**src/design/i2cts_pkg.sv**
```systemverilog
// Types, constants and codes for the bus timing prescaler search.
`timescale 1ns / 1ps
package i2cts_pkg;

  localparam int unsigned PresetSlots  = 2;
  localparam int unsigned MaxPrescaler = 16;
  localparam int unsigned PreW         = $clog2(MaxPrescaler);

  localparam int unsigned ClkW     = 30;
  localparam int unsigned WordW    = 32;
  localparam int unsigned CfgIdxW  = 3;
  localparam int unsigned CfgDataW = 32;

  // shared divider: dividend and divisor both fit 30 bits
  localparam int unsigned DivW    = 30;
  localparam int unsigned DivCntW = $clog2(DivW);

  // minimum bus times in ns, all below 2^13
  localparam int unsigned TimeW = 13;
  localparam logic [DivW-1:0]  NsPerSecond = 30'd1000000000;
  localparam logic [TimeW-1:0] StdHighNs   = 13'd4000;
  localparam logic [TimeW-1:0] StdLowNs    = 13'd4700;
  localparam logic [TimeW-1:0] StdHoldNs   = 13'd500;
  localparam logic [TimeW-1:0] StdSetupNs  = 13'd1250;
  localparam logic [TimeW-1:0] FastHighNs  = 13'd600;
  localparam logic [TimeW-1:0] FastLowNs   = 13'd1300;
  localparam logic [TimeW-1:0] FastHoldNs  = 13'd375;
  localparam logic [TimeW-1:0] FastSetupNs = 13'd500;

  // field limits on the counts; SCL and setup counts have one taken off, hold does not
  localparam logic [TimeW-1:0] MaxSclCount   = 13'd256;
  localparam logic [TimeW-1:0] MaxHoldCount  = 13'd15;
  localparam logic [TimeW-1:0] MaxSetupCount = 13'd16;

  typedef enum logic [1:0] {
    SPEED_STD       = 2'd0,
    SPEED_FAST      = 2'd1,
    SPEED_FAST_PLUS = 2'd2,
    SPEED_HIGH      = 2'd3
  } speed_e;

  typedef enum logic [1:0] {
    STAT_OK          = 2'd0,
    STAT_NEED_PRESET = 2'd1,
    STAT_NO_FIT      = 2'd2
  } status_e;

  typedef enum logic [CfgIdxW-1:0] {
    CFG_PRESET_COUNT   = 3'd0,
    CFG_PRESET_A_SPEED = 3'd1,
    CFG_PRESET_A_CLOCK = 3'd2,
    CFG_PRESET_A_WORD  = 3'd3,
    CFG_PRESET_B_SPEED = 3'd4,
    CFG_PRESET_B_CLOCK = 3'd5,
    CFG_PRESET_B_WORD  = 3'd6
  } cfg_idx_e;

  typedef enum logic [1:0] {
    RES_PRESET,
    RES_OK,
    RES_NEED_PRESET,
    RES_NO_FIT
  } res_e;

  typedef enum logic [2:0] {
    OP_SCALED,
    OP_PERIOD,
    OP_HIGH,
    OP_LOW,
    OP_HOLD,
    OP_SETUP
  } div_op_e;

  typedef enum logic [2:0] {
    ST_IDLE,
    ST_PRESET,
    ST_LAUNCH,
    ST_WAIT,
    ST_TEST,
    ST_NEXT,
    ST_FINISH
  } state_e;

  typedef struct packed {
    logic [ClkW-1:0] clock_hz;
    logic [1:0]      speed_mode;
  } in_t;

  typedef struct packed {
    logic [WordW-1:0] timing_word;
    logic             from_preset;
    logic [1:0]       status;
  } out_t;

  // controller -> datapath
  typedef struct packed {
    logic    load;
    logic    div_start;
    div_op_e div_op;
    logic    pre_step;
    logic    out_load;
    res_e    res;
  } ctrl_t;

  // datapath -> controller
  typedef struct packed {
    logic preset_hit;
    logic mode_ok;
    logic div_done;
    logic scaled_zero;
    logic period_zero;
    logic fits;
    logic pre_last;
    logic out_busy;
  } stat_t;

endpackage

```
**src/design/i2cts_div.sv**
```systemverilog
// Restoring divider, one quotient bit per cycle.
`timescale 1ns / 1ps
module i2cts_div (
  input  logic                       clk_i,
  input  logic                       rst_ni,
  input  logic                       start_i,
  input  logic [i2cts_pkg::DivW-1:0] dividend_i,
  input  logic [i2cts_pkg::DivW-1:0] divisor_i,
  output logic                       done_o,
  output logic [i2cts_pkg::DivW-1:0] quotient_o
);
  import i2cts_pkg::*;

  logic               busy_q, busy_d;
  logic               done_q, done_d;
  logic [DivCntW-1:0] cnt_q, cnt_d;
  logic [DivW-1:0]    rem_q, rem_d;
  logic [DivW-1:0]    quo_q, quo_d;
  logic [DivW-1:0]    dvs_q, dvs_d;
  logic [DivW:0]      shifted;
  logic [DivW:0]      diff;
  logic               ge;
  logic               last;

  assign shifted = {rem_q, quo_q[DivW-1]};
  assign diff    = shifted - {1'b0, dvs_q};
  assign ge      = shifted >= {1'b0, dvs_q};
  assign last    = cnt_q == DivCntW'(DivW - 1);

  always_comb begin
    busy_d = busy_q;
    done_d = 1'b0;
    cnt_d  = cnt_q;
    rem_d  = rem_q;
    quo_d  = quo_q;
    dvs_d  = dvs_q;
    if (start_i) begin
      busy_d = 1'b1;
      cnt_d  = '0;
      rem_d  = '0;
      quo_d  = dividend_i;
      dvs_d  = divisor_i;
    end else if (busy_q) begin
      rem_d = ge ? diff[DivW-1:0] : shifted[DivW-1:0];
      quo_d = {quo_q[DivW-2:0], ge};
      cnt_d = cnt_q + DivCntW'(1);
      if (last) begin
        busy_d = 1'b0;
        done_d = 1'b1;
      end
    end
  end

  always_ff @(posedge clk_i or negedge rst_ni) begin
    if (!rst_ni) begin
      busy_q <= 1'b0;
      done_q <= 1'b0;
      cnt_q  <= '0;
    end else begin
      busy_q <= busy_d;
      done_q <= done_d;
      cnt_q  <= cnt_d;
    end
  end

  always_ff @(posedge clk_i) begin
    rem_q <= rem_d;
    quo_q <= quo_d;
    dvs_q <= dvs_d;
  end

  assign done_o     = done_q;
  assign quotient_o = quo_q;

endmodule

```
**src/design/i2cts_dp.sv**
```systemverilog
// Datapath: preset registers, operand select, shared divider, result register.
`timescale 1ns / 1ps
module i2cts_dp (
  input  logic                          clk_i,
  input  logic                          rst_ni,
  input  i2cts_pkg::in_t                in_data_i,
  output i2cts_pkg::out_t               out_data_o,
  output logic                          out_valid_o,
  input  logic                          out_ready_i,
  input  logic                          cfg_we_i,
  input  logic [i2cts_pkg::CfgIdxW-1:0] cfg_idx_i,
  input  logic [i2cts_pkg::CfgDataW-1:0] cfg_wdata_i,
  input  i2cts_pkg::ctrl_t              ctrl_i,
  output i2cts_pkg::stat_t              stat_o
);
  import i2cts_pkg::*;

  // configuration
  logic [1:0]       preset_count_q;
  logic [1:0]       preset_a_speed_q, preset_b_speed_q;
  logic [WordW-1:0] preset_a_clock_q, preset_b_clock_q;
  logic [WordW-1:0] preset_a_word_q,  preset_b_word_q;

  // item and search registers
  in_t              in_q;
  logic [PreW-1:0]  pre_q;
  logic [DivW-1:0]  scaled_q, period_q;
  logic [TimeW-1:0] high_q, low_q, hold_q, setup_q;

  out_t             out_q, out_d;
  logic             out_valid_q;

  logic             hit_a, hit_b;
  logic             std_mode;
  logic [TimeW-1:0] t_high, t_low, t_hold, t_setup;
  logic [DivW-1:0]  dividend, divisor;
  logic             div_done;
  logic [DivW-1:0]  quotient;
  logic [TimeW-1:0] high_m1, low_m1, setup_m1;
  logic [PreW-1:0]  pre_m1;
  logic [WordW-1:0] packed_word;

  always_ff @(posedge clk_i or negedge rst_ni) begin
    if (!rst_ni) begin
      preset_count_q   <= '0;
      preset_a_speed_q <= '0;
      preset_a_clock_q <= '0;
      preset_a_word_q  <= '0;
      preset_b_speed_q <= '0;
      preset_b_clock_q <= '0;
      preset_b_word_q  <= '0;
    end else if (cfg_we_i) begin
      unique case (cfg_idx_i)
        CFG_PRESET_COUNT:   preset_count_q   <= cfg_wdata_i[1:0];
        CFG_PRESET_A_SPEED: preset_a_speed_q <= cfg_wdata_i[1:0];
        CFG_PRESET_A_CLOCK: preset_a_clock_q <= cfg_wdata_i;
        CFG_PRESET_A_WORD:  preset_a_word_q  <= cfg_wdata_i;
        CFG_PRESET_B_SPEED: preset_b_speed_q <= cfg_wdata_i[1:0];
        CFG_PRESET_B_CLOCK: preset_b_clock_q <= cfg_wdata_i;
        CFG_PRESET_B_WORD:  preset_b_word_q  <= cfg_wdata_i;
        default: ;
      endcase
    end
  end

  // entry A is in use for any nonzero count, entry B from two on
  assign hit_a = (preset_count_q != 2'd0) && (preset_a_speed_q == in_q.speed_mode) &&
                 (preset_a_clock_q == {2'b00, in_q.clock_hz});
  assign hit_b = (PresetSlots > 1) && (preset_count_q >= 2'd2) &&
                 (preset_b_speed_q == in_q.speed_mode) &&
                 (preset_b_clock_q == {2'b00, in_q.clock_hz});

  assign std_mode = in_q.speed_mode == SPEED_STD;
  assign t_high   = std_mode ? StdHighNs  : FastHighNs;
  assign t_low    = std_mode ? StdLowNs   : FastLowNs;
  assign t_hold   = std_mode ? StdHoldNs  : FastHoldNs;
  assign t_setup  = std_mode ? StdSetupNs : FastSetupNs;

  always_comb begin
    dividend = {{(DivW-TimeW){1'b0}}, t_high};
    divisor  = period_q;
    unique case (ctrl_i.div_op)
      OP_SCALED: begin
        dividend = in_q.clock_hz;
        divisor  = {{(DivW-PreW){1'b0}}, pre_q};
      end
      OP_PERIOD: begin
        dividend = NsPerSecond;
        divisor  = scaled_q;
      end
      OP_HIGH:  dividend = {{(DivW-TimeW){1'b0}}, t_high};
      OP_LOW:   dividend = {{(DivW-TimeW){1'b0}}, t_low};
      OP_HOLD:  dividend = {{(DivW-TimeW){1'b0}}, t_hold};
      OP_SETUP: dividend = {{(DivW-TimeW){1'b0}}, t_setup};
      default: ;
    endcase
  end

  i2cts_div u_div (
    .clk_i      (clk_i),
    .rst_ni     (rst_ni),
    .start_i    (ctrl_i.div_start),
    .dividend_i (dividend),
    .divisor_i  (divisor),
    .done_o     (div_done),
    .quotient_o (quotient)
  );

  always_ff @(posedge clk_i) begin
    if (ctrl_i.load) begin
      in_q <= in_data_i;
    end
    if (div_done) begin
      unique case (ctrl_i.div_op)
        OP_SCALED: scaled_q <= quotient;
        OP_PERIOD: period_q <= quotient;
        OP_HIGH:   high_q   <= quotient[TimeW-1:0];
        OP_LOW:    low_q    <= quotient[TimeW-1:0];
        OP_HOLD:   hold_q   <= quotient[TimeW-1:0];
        OP_SETUP:  setup_q  <= quotient[TimeW-1:0];
        default: ;
      endcase
    end
  end

  always_ff @(posedge clk_i or negedge rst_ni) begin
    if (!rst_ni) begin
      pre_q <= PreW'(1);
    end else if (ctrl_i.load) begin
      pre_q <= PreW'(1);
    end else if (ctrl_i.pre_step) begin
      pre_q <= pre_q + PreW'(1);
    end
  end

  // count minus one, wraps on zero and then fails the range checks
  assign high_m1  = high_q - TimeW'(1);
  assign low_m1   = low_q - TimeW'(1);
  assign setup_m1 = setup_q - TimeW'(1);
  assign pre_m1   = pre_q - PreW'(1);

  assign packed_word = {pre_m1, 4'h0, setup_m1[3:0], hold_q[3:0],
                        high_m1[7:0], low_m1[7:0]};

  always_comb begin
    out_d = '0;
    unique case (ctrl_i.res)
      RES_PRESET: begin
        out_d.timing_word = hit_a ? preset_a_word_q : preset_b_word_q;
        out_d.from_preset = 1'b1;
        out_d.status      = STAT_OK;
      end
      RES_OK: begin
        out_d.timing_word = packed_word;
        out_d.status      = STAT_OK;
      end
      RES_NEED_PRESET: out_d.status = STAT_NEED_PRESET;
      RES_NO_FIT:      out_d.status = STAT_NO_FIT;
      default: ;
    endcase
  end

  always_ff @(posedge clk_i) begin
    if (ctrl_i.out_load) begin
      out_q <= out_d;
    end
  end

  always_ff @(posedge clk_i or negedge rst_ni) begin
    if (!rst_ni) begin
      out_valid_q <= 1'b0;
    end else if (ctrl_i.out_load) begin
      out_valid_q <= 1'b1;
    end else if (out_ready_i) begin
      out_valid_q <= 1'b0;
    end
  end

  assign stat_o.preset_hit  = hit_a || hit_b;
  assign stat_o.mode_ok     = (in_q.speed_mode == SPEED_STD) ||
                              (in_q.speed_mode == SPEED_FAST);
  assign stat_o.div_done    = div_done;
  assign stat_o.scaled_zero = scaled_q == '0;
  assign stat_o.period_zero = period_q == '0;
  assign stat_o.fits        = (high_q != '0) && (high_q <= MaxSclCount) &&
                              (low_q != '0) && (low_q <= MaxSclCount) &&
                              (hold_q <= MaxHoldCount) &&
                              (setup_q != '0) && (setup_q <= MaxSetupCount);
  assign stat_o.pre_last    = pre_q == PreW'(MaxPrescaler - 1);
  assign stat_o.out_busy    = out_valid_q && !out_ready_i;

  assign out_data_o  = out_q;
  assign out_valid_o = out_valid_q;

endmodule

```
**src/design/i2cts_ctrl.sv**
```systemverilog
// Controller: sequences preset check, divisions per prescaler and result load.
`timescale 1ns / 1ps
module i2cts_ctrl (
  input  logic             clk_i,
  input  logic             rst_ni,
  input  logic             in_valid_i,
  output logic             in_ready_o,
  input  i2cts_pkg::stat_t stat_i,
  output i2cts_pkg::ctrl_t ctrl_o
);
  import i2cts_pkg::*;

  state_e  state_q, state_d;
  div_op_e op_q, op_d;
  res_e    res_q, res_d;

  always_ff @(posedge clk_i or negedge rst_ni) begin
    if (!rst_ni) begin
      state_q <= ST_IDLE;
      op_q    <= OP_SCALED;
      res_q   <= RES_NO_FIT;
    end else begin
      state_q <= state_d;
      op_q    <= op_d;
      res_q   <= res_d;
    end
  end

  always_comb begin
    state_d    = state_q;
    op_d       = op_q;
    res_d      = res_q;
    in_ready_o = 1'b0;
    ctrl_o     = '0;
    ctrl_o.div_op = op_q;
    ctrl_o.res    = res_q;
    unique case (state_q)
      ST_IDLE: begin
        in_ready_o = 1'b1;
        if (in_valid_i) begin
          ctrl_o.load = 1'b1;
          state_d     = ST_PRESET;
        end
      end
      ST_PRESET: begin
        priority if (stat_i.preset_hit) begin
          res_d   = RES_PRESET;
          state_d = ST_FINISH;
        end else if (!stat_i.mode_ok) begin
          res_d   = RES_NEED_PRESET;
          state_d = ST_FINISH;
        end else begin
          op_d    = OP_SCALED;
          state_d = ST_LAUNCH;
        end
      end
      ST_LAUNCH: begin
        ctrl_o.div_start = 1'b1;
        state_d          = ST_WAIT;
      end
      ST_WAIT: begin
        if (stat_i.div_done) begin
          state_d = ST_TEST;
        end
      end
      ST_TEST: begin
        state_d = ST_LAUNCH;
        unique case (op_q)
          OP_SCALED: begin
            if (stat_i.scaled_zero) state_d = ST_NEXT;
            else op_d = OP_PERIOD;
          end
          OP_PERIOD: begin
            if (stat_i.period_zero) state_d = ST_NEXT;
            else op_d = OP_HIGH;
          end
          OP_HIGH: op_d = OP_LOW;
          OP_LOW:  op_d = OP_HOLD;
          OP_HOLD: op_d = OP_SETUP;
          OP_SETUP: begin
            if (stat_i.fits) begin
              res_d   = RES_OK;
              state_d = ST_FINISH;
            end else begin
              state_d = ST_NEXT;
            end
          end
          default: state_d = ST_NEXT;
        endcase
      end
      ST_NEXT: begin
        if (stat_i.pre_last) begin
          res_d   = RES_NO_FIT;
          state_d = ST_FINISH;
        end else begin
          ctrl_o.pre_step = 1'b1;
          op_d            = OP_SCALED;
          state_d         = ST_LAUNCH;
        end
      end
      ST_FINISH: begin
        if (!stat_i.out_busy) begin
          ctrl_o.out_load = 1'b1;
          state_d         = ST_IDLE;
        end
      end
      default: state_d = ST_IDLE;
    endcase
  end

endmodule

```
**src/design/i2c_timing_prescaler_search.sv**
```systemverilog
// Top level: bus timing word search, controller plus datapath.
// Preset hit or unsupported speed: no division, the result is loaded from the finish state.
// Search: each division on the shared radix-2 divider runs launch, 30 quotient
// bits, done and test; a prescaler trial takes up to 6 of them plus 1 step,
// and a full sweep tries 15 prescalers. One item at a time.
// Reset: preset registers clear to zero, controller idles, output register empty.
`timescale 1ns / 1ps
module i2c_timing_prescaler_search (
  input  logic                          clk_i,
  input  logic                          rst_ni,
  // input item channel
  input  logic                          in_valid_i,
  output logic                          in_ready_o,
  input  i2cts_pkg::in_t                in_data_i,
  // result channel
  output logic                          out_valid_o,
  input  logic                          out_ready_i,
  output i2cts_pkg::out_t               out_data_o,
  // configuration write port
  input  logic                          cfg_we_i,
  input  logic [i2cts_pkg::CfgIdxW-1:0] cfg_idx_i,
  input  logic [i2cts_pkg::CfgDataW-1:0] cfg_wdata_i
);
  import i2cts_pkg::*;

  ctrl_t ctrl;
  stat_t stat;

  // Controller walks: preset check, then per prescaler clk/pre, 1e9/scaled,
  // and the four minimum times over the period, testing after each division.
  i2cts_ctrl u_ctrl (
    .clk_i      (clk_i),
    .rst_ni     (rst_ni),
    .in_valid_i (in_valid_i),
    .in_ready_o (in_ready_o),
    .stat_i     (stat),
    .ctrl_o     (ctrl)
  );

  // Datapath holds the item, the divider and the output register, so a
  // finished result may wait for its transfer while the next item is taken.
  i2cts_dp u_dp (
    .clk_i       (clk_i),
    .rst_ni      (rst_ni),
    .in_data_i   (in_data_i),
    .out_data_o  (out_data_o),
    .out_valid_o (out_valid_o),
    .out_ready_i (out_ready_i),
    .cfg_we_i    (cfg_we_i),
    .cfg_idx_i   (cfg_idx_i),
    .cfg_wdata_i (cfg_wdata_i),
    .ctrl_i      (ctrl),
    .stat_o      (stat)
  );

endmodule

```
**config.mk**
```make
export PLATFORM = sky130hd
export DESIGN_NAME = i2c_timing_prescaler_search
export DESIGN_NICKNAME = d
export VERILOG_FILES = /design/src/design/i2cts_pkg.sv /design/src/design/i2cts_div.sv /design/src/design/i2cts_dp.sv /design/src/design/i2cts_ctrl.sv /design/src/design/i2c_timing_prescaler_search.sv
export SDC_FILE = /design/constraint.sdc
export NUM_CORES = 1
export LEC_CHECK = 0
export ABC_AREA = 0
export BUFFER_PORTS_ARGS = -buffer_cell sky130_fd_sc_hd__buf_2
export CORE_MARGIN = 3
export CORE_UTILIZATION = 55
export DETAILED_ROUTE_END_ITERATION = 7
export HOLD_SLACK_MARGIN = 0.05
export MAX_ROUTING_LAYER = met4
export PLACE_DENSITY_LB_ADDON = 0.15
export SLEW_MARGIN = 0
export SYNTH_ARGS = -nofsm -noshare
export SYNTH_HDL_FRONTEND = slang
export SYNTH_SLANG_ARGS = --single-unit
```
**constraint.sdc**
```tcl
create_clock -name clk_i -period 3.66 [get_ports clk_i]
set_input_delay 0.183 -clock clk_i [delete_from_list [all_inputs] [get_ports clk_i]]
set_output_delay 0.183 -clock clk_i [all_outputs]
set_load 0.02 [all_outputs]
```
==> summary.txt, run 1 <==
Cells and area
  • Final Instance Area: 22700 µm²
  • Area Growth Syn to Fin: 16.1%
  • Layout cells sized above 1: 19.8%
  • Fin util: between 60% and 70%
  • Layout fillers: 2671
  • Number of diodes: 0
  • Nets: 1900

Routing
  • Final WL: ~50000 µm
  • Via count: roughly 13000
  • DR WL/cell: around 22 µm
  • Post-route ant nets: 0
  • Vias per Instance: 5.88
  • Drt first-iter violations: ~1200
  • # DRC: 0
  • Count of TritonRoute iterations in the first routing pass: 5

STA
  • Max-slew violation count: 0
  • Setup TNS: 0 ns
  • Unrepaired setup endpoints after global routing: false
  • F_max: slightly above 300 MHz
  • Skew final: approximately 0.027 ns
  • Tmin final: 3.29 ns
  • Final hold vios: 0
  • Fin crit share: about nine tenths
  • Setup violations, final: 0
  • Worst slew margin: between 30% and 40%
  • Worst-Margin Slew: a little over 0.9 ns
  • Hold slack: ~0.077 ns

Logic synthesis
  • Mean Syn Cell Area: between 10 and 15 µm²
  • Yosys warnings: 0
  • Asr flop ratio synth: between 30% and 40%
  • #FFs+latches synth: roughly 420
  • Simple-gate share of the synthesized area: approximately 11%
  • Largest family of logic cells by synthesized area: simple AND/OR/NAND/NOR gates
  • Post-synth EDFFs: around 240
  • Post-Synth Adder-Cell Area: roughly 2.7%
  • Multiplexer share of the synthesized area: 9.65%
  • Top_reg_cell synth: edfxtp_1
  • Mapped Nets: roughly 1700
  • Post-Synth XOR/XNOR Area: between 4 and 5%
  • Syn Std Cell Area: about 20000 µm²
  • Seq/Total Area, Yosys: about three fifths
  • Mapped Cells: around 1600
  • Synth Area in Compound Gates: a little under a tenth
  • Library cells used by synthesis: about 70

Power and ir drop
  • Static leakage: 9.15 nW
  • Clock share of power: between 20% and 30%
  • Flop pwr share: 43.1%
  • Internal: 11.3 mW
  • Sw Ratio: around a third
  • Peak VDD IR: between 600 and 700 µV
  • Comb pwr share: between 30% and 40%
  • NetSw: roughly 5.8 mW
  • Pwr/cell area: about 760 nW/µm²

Clock tree
  • Clock Latency Late Sink: approximately 0.58 ns
  • Clock transition at path regs: roughly 0.06 ns
  • CTS Root Cell: clkbuf_16
  • CTS Sinks: approximately 420
  • Clock buffer depth: 3
  • CTS tree: built
  • Post-CTS Resized: 0
  • Total CTS buffers: 44
  • CTS H-tree depth: 2

Global routing
  • Initial antenna violation count: 0
  • GR Util All Layers: a little over a quarter
  • Vias in the first global route: between 10000 and 15000
  • GRT overflow: 0
  • Largest net degree at the start of global routing: approximately 90
  • First-pass GRT wire length: about 78000 µm

Die
  • # rows: slightly below 70
  • Core footprint: between 30000 and 40000 µm²
  • Die area: around 38000 µm²
  • Die X: 194 µm
  • Die Ht: 194 µm
  • Initial Util: a little under three fifths
  • Num ports: 109

Setup path
  • CP Capture Type: flip-flop
  • WP data arrival: around 3.6 ns
  • Worst setup path category: flip-flop to flip-flop
  • CP Launch Type: flip-flop
  • CP required: approximately 4.0 ns
  • Crit-path max FO: 34

Placement
  • Routability cong.: 0.906
  • Quantity of I/O buffers inserted on ports: 108
  • Detail Placement HPWL: between 30000 and 40000 µm
  • Placed inst area: just over 20000 µm²

Outcome
  • Status: complete, no violations

Job
  • Max cap viols: 0

Hold path
  • Hold Crit Class: input port to flip-flop
-- critical path, stage by stage (launching register included) --
cell	delay [ns]
edfxtp_1	0.53
xor2_1	0.20
nor4_1	0.39
o2111ai_1	0.20
nor4_1	0.27
nand4_1	0.12
buf_4	0.34
inv_1	0.41
a211oi_1	0.20
a211oi_1	0.35
-- registers in the layout, summed over array words and instances (netlist names), 30 cells and up --
register and flops:
u_dp.in_q 32, u_dp.out_data_o 35, u_dp.period_q 30, u_dp.preset_a_clock_q 32, u_dp.preset_a_word_q 32, u_dp.preset_b_clock_q 32
u_dp.preset_b_word_q 32, u_dp.scaled_q 30, u_dp.u_div.dvs_q 30, u_dp.u_div.quotient_o 30, u_dp.u_div.rem_q 30
-- cells in the final DEF, fill, tap and decap left out, types with 9 or more instances in the layout --
master         instances
edfxtp_1             239
dfrtp_1              149
nand2_1              136
mux2_2               135
nor2_1               126
buf_2                107
a21oi_1               86
o21ai_0               71
dlygate4sd3_1         65
inv_1                 56
xor2_1                56
xnor2_1               51
clkbuf_16             45
ha_1                  40
nand3_1               38
mux2i_1               35
a211oi_1              32
nor4_1                31
dfxtp_1               30
nor3_1                27
nand4_1               22
buf_4                 22
a21o_1                16
and2_1                12
nand2b_1              10
o211ai_1              10
o21a_1                 9
clkbuf_1               9
-- layout make-up --
cell class	instances	area, µm²	area share, %
flip-flops and latches	423	11600	51.4
multi-input cells	1062	7330	32.4
repair buffers	198	1420	6.28
clock buffers	61	1260	5.55
well taps	455	569	2.51
inverters	58	218	0.961
clock inverters	20	216	0.956
-- cell usage after synthesis, types with 9 or more instances --
cell type / instances / area (µm²)
nand3_1: 38 / 190
mux2_2: 135 / 1520
nand2_1: 137 / 514
nand2b_1: 10 / 62.6
a21oi_1: 86 / 430
a21o_1: 16 / 120
o211ai_1: 10 / 75.1
dfxtp_1: 30 / 601
clkbuf_1: 70 / 263
nor2_1: 129 / 484
nor3_1: 28 / 140
nand4_1: 22 / 138
xnor2_1: 51 / 447
o21ai_0: 71 / 355
xor2_1: 56 / 490
inv_1: 57 / 214
ha_1: 40 / 500
nor4_1: 31 / 194
and2_1: 13 / 81.3
o21a_1: 9 / 67.6
edfxtp_1: 239 / 7180
a211oi_1: 32 / 240
mux2i_1: 35 / 350
dfrtp_1: 151 / 3780
-- repair_timing --
action                    4_1_cts  5_1_grt
hold endpoints to repair      218        0
buffers inserted                0        0
hold buffers                   65        0
-- path summary, 6_finish.rpt --
kind,slack (ns),cells past startpoint,to,from
max in group asynchronous,2.56,3,u_dp.preset_a_word_q[18]$_DFFE_PN0P_,rst_ni
setup reg to reg,0.37,9,u_dp.out_data_o[23]$_DFFE_PP_,u_dp.in_q[24]$_DFFE_PP_
setup / recovery,0.37,9,u_dp.out_data_o[23]$_DFFE_PP_,u_dp.in_q[24]$_DFFE_PP_
min in group asynchronous,0.20,2,u_dp.u_div.cnt_q[1]$_DFFE_PN0P_,rst_ni
hold reg to reg,0.48,2,u_dp.u_div.rem_q[29]$_SDFFE_PP0P_,u_dp.u_div.rem_q[29]$_SDFFE_PP0P_
hold / removal,0.08,2,u_dp.preset_a_word_q[1]$_DFFE_PN0P_,cfg_wdata_i[1]
-- logic make-up (layout without fill, tap and decap cells) --
group | Yosys count | in the layout
xor gates and xnor gates | 107 | 107
AOI/OAI and AO/OA | 291 | 291
muxes | 171 | 171
and+or+nand+nor | 452 | 452
buffers and inverters | 141 | 337
adders and majority gates | 41 | 41
DFF | 423 | 423
-- per-layer routing --
| metal | part of all wire (%) | vias to the layer above | track usage (%) |
|---|---|---|---|
| met1 | 45 | 6584 | 38.8 |
| met5 | 0 | - | - |
| met2 | 45 | 453 | 40.4 |
| met3 | 6.8 | 100 | 4.66 |
| met4 | 3.5 | 0 | 9.52 |
| li1 | - | 6254 | - |
-- power by group through the flow --
| stage | Combinational, mW | Clock (mW) | Sequential [mW] |
|---|---|---|---|
| detailed placement | 5.13 | 0 | 7.45 |
| finish | 5.22 | 4.52 | 7.38 |
| global placement | 5.03 | 0 | 7.40 |
| CTS | 5.21 | 4.59 | 7.35 |
| floorplan | 4.12 | 0 | 6.94 |
| global route | 5.90 | 4.78 | 7.49 |
-- through the flow --
stage	std cells	power (mW)	setup WS, ns
after floorplan	1626	11.1	0.757
after global placement	2131	12.4	0.538
after detailed placement	2131	12.6	0.554
after CTS	2277	17.2	0.509
after global routing	2277	18.2	0.292
final	2277	17.1	0.372
No activity file was read; power rests on OpenSTA's default activity.
==> run 2, diff against run 1 <==
--- a/config.mk
+++ b/config.mk
@@ -7,12 +7,14 @@
 export LEC_CHECK = 0
 export ABC_AREA = 0
 export BUFFER_PORTS_ARGS = -buffer_cell sky130_fd_sc_hd__buf_2
+export CORE_ASPECT_RATIO = 0.7
 export CORE_MARGIN = 3
 export CORE_UTILIZATION = 55
 export DETAILED_ROUTE_END_ITERATION = 7
 export HOLD_SLACK_MARGIN = 0.05
 export MAX_ROUTING_LAYER = met4
 export PLACE_DENSITY_LB_ADDON = 0.15
+export SKIP_CTS_REPAIR_TIMING = 1
 export SLEW_MARGIN = 0
 export SYNTH_ARGS = -nofsm -noshare
 export SYNTH_HDL_FRONTEND = slang
==> run 2 against run 1 <==
Effect of this change: maximum frequency rose by 6.6%; wire length up 2.6%; critical path depth grew 2; sequential power is essentially flat; utilization down 0.27 points; global-route usage is 0.074 points higher; sequential cell count unchanged; cell area fell by 0.16%; critical endpoint is now u_dp.u_div.rem_q[25]$_SDFFE_PP0P_; highest routed layer unchanged.
==> summary.txt, run 2 (synthesis results as in run 1) <==
Die
  • Die area: 37800 µm² (about the same)
  • Die X: 231 µm (+19%)
  • # rows: 57 (-16%)
  • Core footprint: 34800 µm² (+0.26%)
  • Die Ht: 164 µm (-16%)
  • Num ports: 109 (unchanged)
  • Initial Util: 56.0% (-0.15 points)

Hold path
  • Min-delay src: cfg_wdata_i[7]
  • Hold Crit Class: input port to flip-flop
  • Hold EP: u_dp.preset_b_clock_q[7]$_DFFE_PN0P_
  • Hold path depth: 2 (unchanged)

Routing
  • Post-route ant nets: 0 (unchanged)
  • Vias per Instance: 5.95 (+1.2%)
  • # DRC: 0 (unchanged)
  • Drt first-iter violations: 1433 (+24%)
  • Final WL: 51100 µm (+2.6%)
  • DR WL/cell: 22.4 µm (+2.4%)
  • Count of TritonRoute iterations in the first routing pass: 5 (unchanged)
  • Via count: 13600 (+1.5%)

Cells and area
  • Final cell count without fillers: 2283 (+0.26%)
  • Nets: 1890 (-0.53%)
  • Commonest cells after routing, fill and taps aside: 239 x edfxtp_1, 149 x dfrtp_1, 136 x nand2_1
  • Fin util: 65.0% (-0.27 points)
  • Layout cells sized above 1: 19.9% (+0.19 points)
  • Most common cell after layout, fill and taps aside: edfxtp_1
  • Layout fillers: 2684 (+0.49%)
  • Seq. cell area: 11600 µm² (unchanged)
  • Area of the multi-input gates: 7330 µm² (about the same)
  • Final Instance Area: 22600 µm² (-0.16%)
  • Area Growth Syn to Fin: 15.9%
  • Largest register FFs: 35 (unchanged)

STA
  • Hold slack: 0.0525 ns (-0.0246 ns)
  • Setup TNS: 0 ns (unchanged)
  • Worst slew margin: 25.6% (-12 points)
  • Max-slew violation count: 0 (unchanged)
  • F_max: 324 MHz (+6.6%)
  • Final hold vios: 0 (unchanged)
  • Setup violations, final: 0 (unchanged)
  • Final worst slack: 0.575 ns (+0.203 ns)
  • Tmin final: 3.09 ns (-0.203 ns)
  • Unrepaired setup endpoints after global routing: false
  • Worst-Margin Slew: 1.11 ns (+0.179 ns)
  • Skew final: 0.0191 ns (-0.00821 ns)
  • Fin crit share: 84.3% (-5.5 points)

Outcome
  • Status: complete, no violations

Power and ir drop
  • Comb pwr share: 30.5% (about the same)
  • Clock share of power: 26.9% (+0.5 points)
  • Static leakage: 9.13 nW (-0.25%)
  • Flop pwr share: 42.6% (-0.5 points)
  • NetSw: 5.83 mW (about the same)
  • Total Power: 17.3 mW (+1.0%)
  • Sw Ratio: 33.7% (-0.37 points)
  • Internal: 11.5 mW (+1.6%)
  • Pwr/cell area: 765 nW/µm² (+1.2%)
  • Peak VDD IR: 548 µV (-9.1%)

Placement
  • Post-placement cell count: 2147 (+0.75%)
  • Routability cong.: 0.939 (+3.6%)
  • Detail Placement HPWL: 35900 µm (+3.2%)
  • Quantity of I/O buffers inserted on ports: 108 (unchanged)
  • Worst slack at placement: 0.595 ns (+0.0416 ns)
  • Placed inst area: 20500 µm² (unchanged)

Clock tree
  • CTS H-tree depth: 2 (unchanged)
  • Clock buffer depth: 3 (unchanged)
  • CTS Sinks: 423 (unchanged)
  • Total CTS buffers: 41 (-6.8%)
  • Clock transition at path regs: 0.07 ns (about the same)
  • Clock Latency Late Sink: 0.55 ns (-0.03 ns)
  • CTS tree: built
  • CTS Root Cell: clkbuf_16

Setup path
  • CP Capture Type: flip-flop
  • CP delay by family, top: compound AO/OA/AOI/OAI gates
  • CP Launch Type: flip-flop
  • Crit-path max FO: 21 (-38%)
  • WP data arrival: 3.48 ns (-0.14 ns)
  • FF-to-FF path depth: 11 (+2)
  • Worst stage delay on the critical path: 0.41 ns (-0.12 ns)
  • R2R Path Start: u_dp.u_div.dvs_q[2]$_DFFE_PP_
  • CP Buf/Inv Count: 2 (unchanged)
  • Reg2Reg Capture Point: u_dp.u_div.rem_q[25]$_SDFFE_PP0P_
  • R2R Setup Slk: 0.57 ns (+0.20 ns)
  • Crit-path most repeated cell: a21oi_1
  • CP required: 4.05 ns (+0.05 ns)
  • Crit-path slowest cell: a221o_1
  • Worst setup path category: flip-flop to flip-flop
  • CP cell instances: inv_1 -> ha_1 -> a21oi_1 -> o21ai_1 -> a221o_1 -> a211o_1 -> a221oi_4 -> buf_4 -> mux2_1 -> o211ai_1 -> a21oi_1

Global routing
  • GR Util met3: 6.33% (+1.7 points)
  • First-pass GRT wire length: 76100 µm (-2.3%)
  • GR Util All Layers: 27.4% (+0.074 points)
  • GR Util met1: 42.7% (+3.9 points)
  • Most used routing layer: met1
  • Initial antenna violation count: 3 (+3)
  • M2 GR Usage: 36.7% (-3.7 points)
  • GRT overflow: 0 (unchanged)
  • Largest net degree at the start of global routing: 84 (-7.7%)
  • Vias in the first global route: 12600 (-5.0%)

Job
  • Max cap viols: 0 (unchanged)
==> run 2: cell types whose count changed in the layout (fill, tap and decap cells not counted), sizes merged <==
| cell | before | now |
|---|---|---|
| diode | 0 | 1 |
| clkinvlp | 2 | 3 |
| clkbuf | 61 | 53 |
| buf | 133 | 132 |
| inv | 60 | 59 |
| clkinv | 13 | 11 |
| bufinv | 3 | 8 |
| dlygate4sd3 | 65 | 59 |
==> run 2: worst max path at each step <==
stage,end,cells past startpoint,startpoint
after CTS,u_dp.u_div.rem_q[25]$_SDFFE_PP0P_,11,u_dp.u_div.dvs_q[2]$_DFFE_PP_
after detailed placement,u_dp.u_div.rem_q[25]$_SDFFE_PP0P_,11,u_dp.u_div.dvs_q[2]$_DFFE_PP_
after global routing,u_dp.u_div.rem_q[18]$_SDFFE_PP0P_,12,u_dp.u_div.quotient_o[29]$_DFFE_PP_
after global placement,u_dp.out_data_o[31]$_DFFE_PP_,9,u_dp.in_q[19]$_DFFE_PP_
after floorplan,u_dp.period_q[0]$_DFFE_PP_,5,u_ctrl.op_q[2]$_DFFE_PN0P_
final,u_dp.u_div.rem_q[25]$_SDFFE_PP0P_,11,u_dp.u_div.dvs_q[2]$_DFFE_PP_
==> run 2: worst reg2reg max path, cell delays in order (launching register included) <==
cell and delay (ns):
edfxtp_1 0.32, inv_1 0.04, ha_1 0.32, a21oi_1 0.16
o21ai_1 0.16, a221o_1 0.41, a211o_1 0.40, a221oi_4 0.31
buf_4 0.29, mux2_1 0.35, o211ai_1 0.10, a21oi_1 0.08
==> run 2: metal layers <==
| metal | share of wire [%] | vias to the layer above | routed length, µm |
|---|---|---|---|
| met1 | 48 | 6740 | 24300 |
| li1 | - | 6221 | - |
| met5 | 0 | - | 0 |
| met2 | 41 | 568 | 21100 |
| met3 | 9.6 | 65 | 4890 |
| met4 | 1.5 | 0 | 767 |
==> run 2: power by group through the flow <==
stage	clock (mW)	combinational [mW]	sequential (mW)
global placement	0	5.04	7.39
global route	4.91	5.88	7.47
floorplan	0	4.12	6.94
finish	4.65	5.27	7.37
CTS	4.70	5.17	7.34
detailed placement	0	5.14	7.43
==> run 2: final cells by class <==
cell class / count / area share (%)
Antenna cell: 1 / 0.0111
Inverter: 58 / 0.963
Sequential cell: 423 / 51.5
Multi-Input combinational cell: 1062 / 32.4
Clock buffer: 53 / 5.15
Clock inverter: 23 / 1.46
Timing Repair Buffer: 191 / 5.94
Tap cell: 472 / 2.61
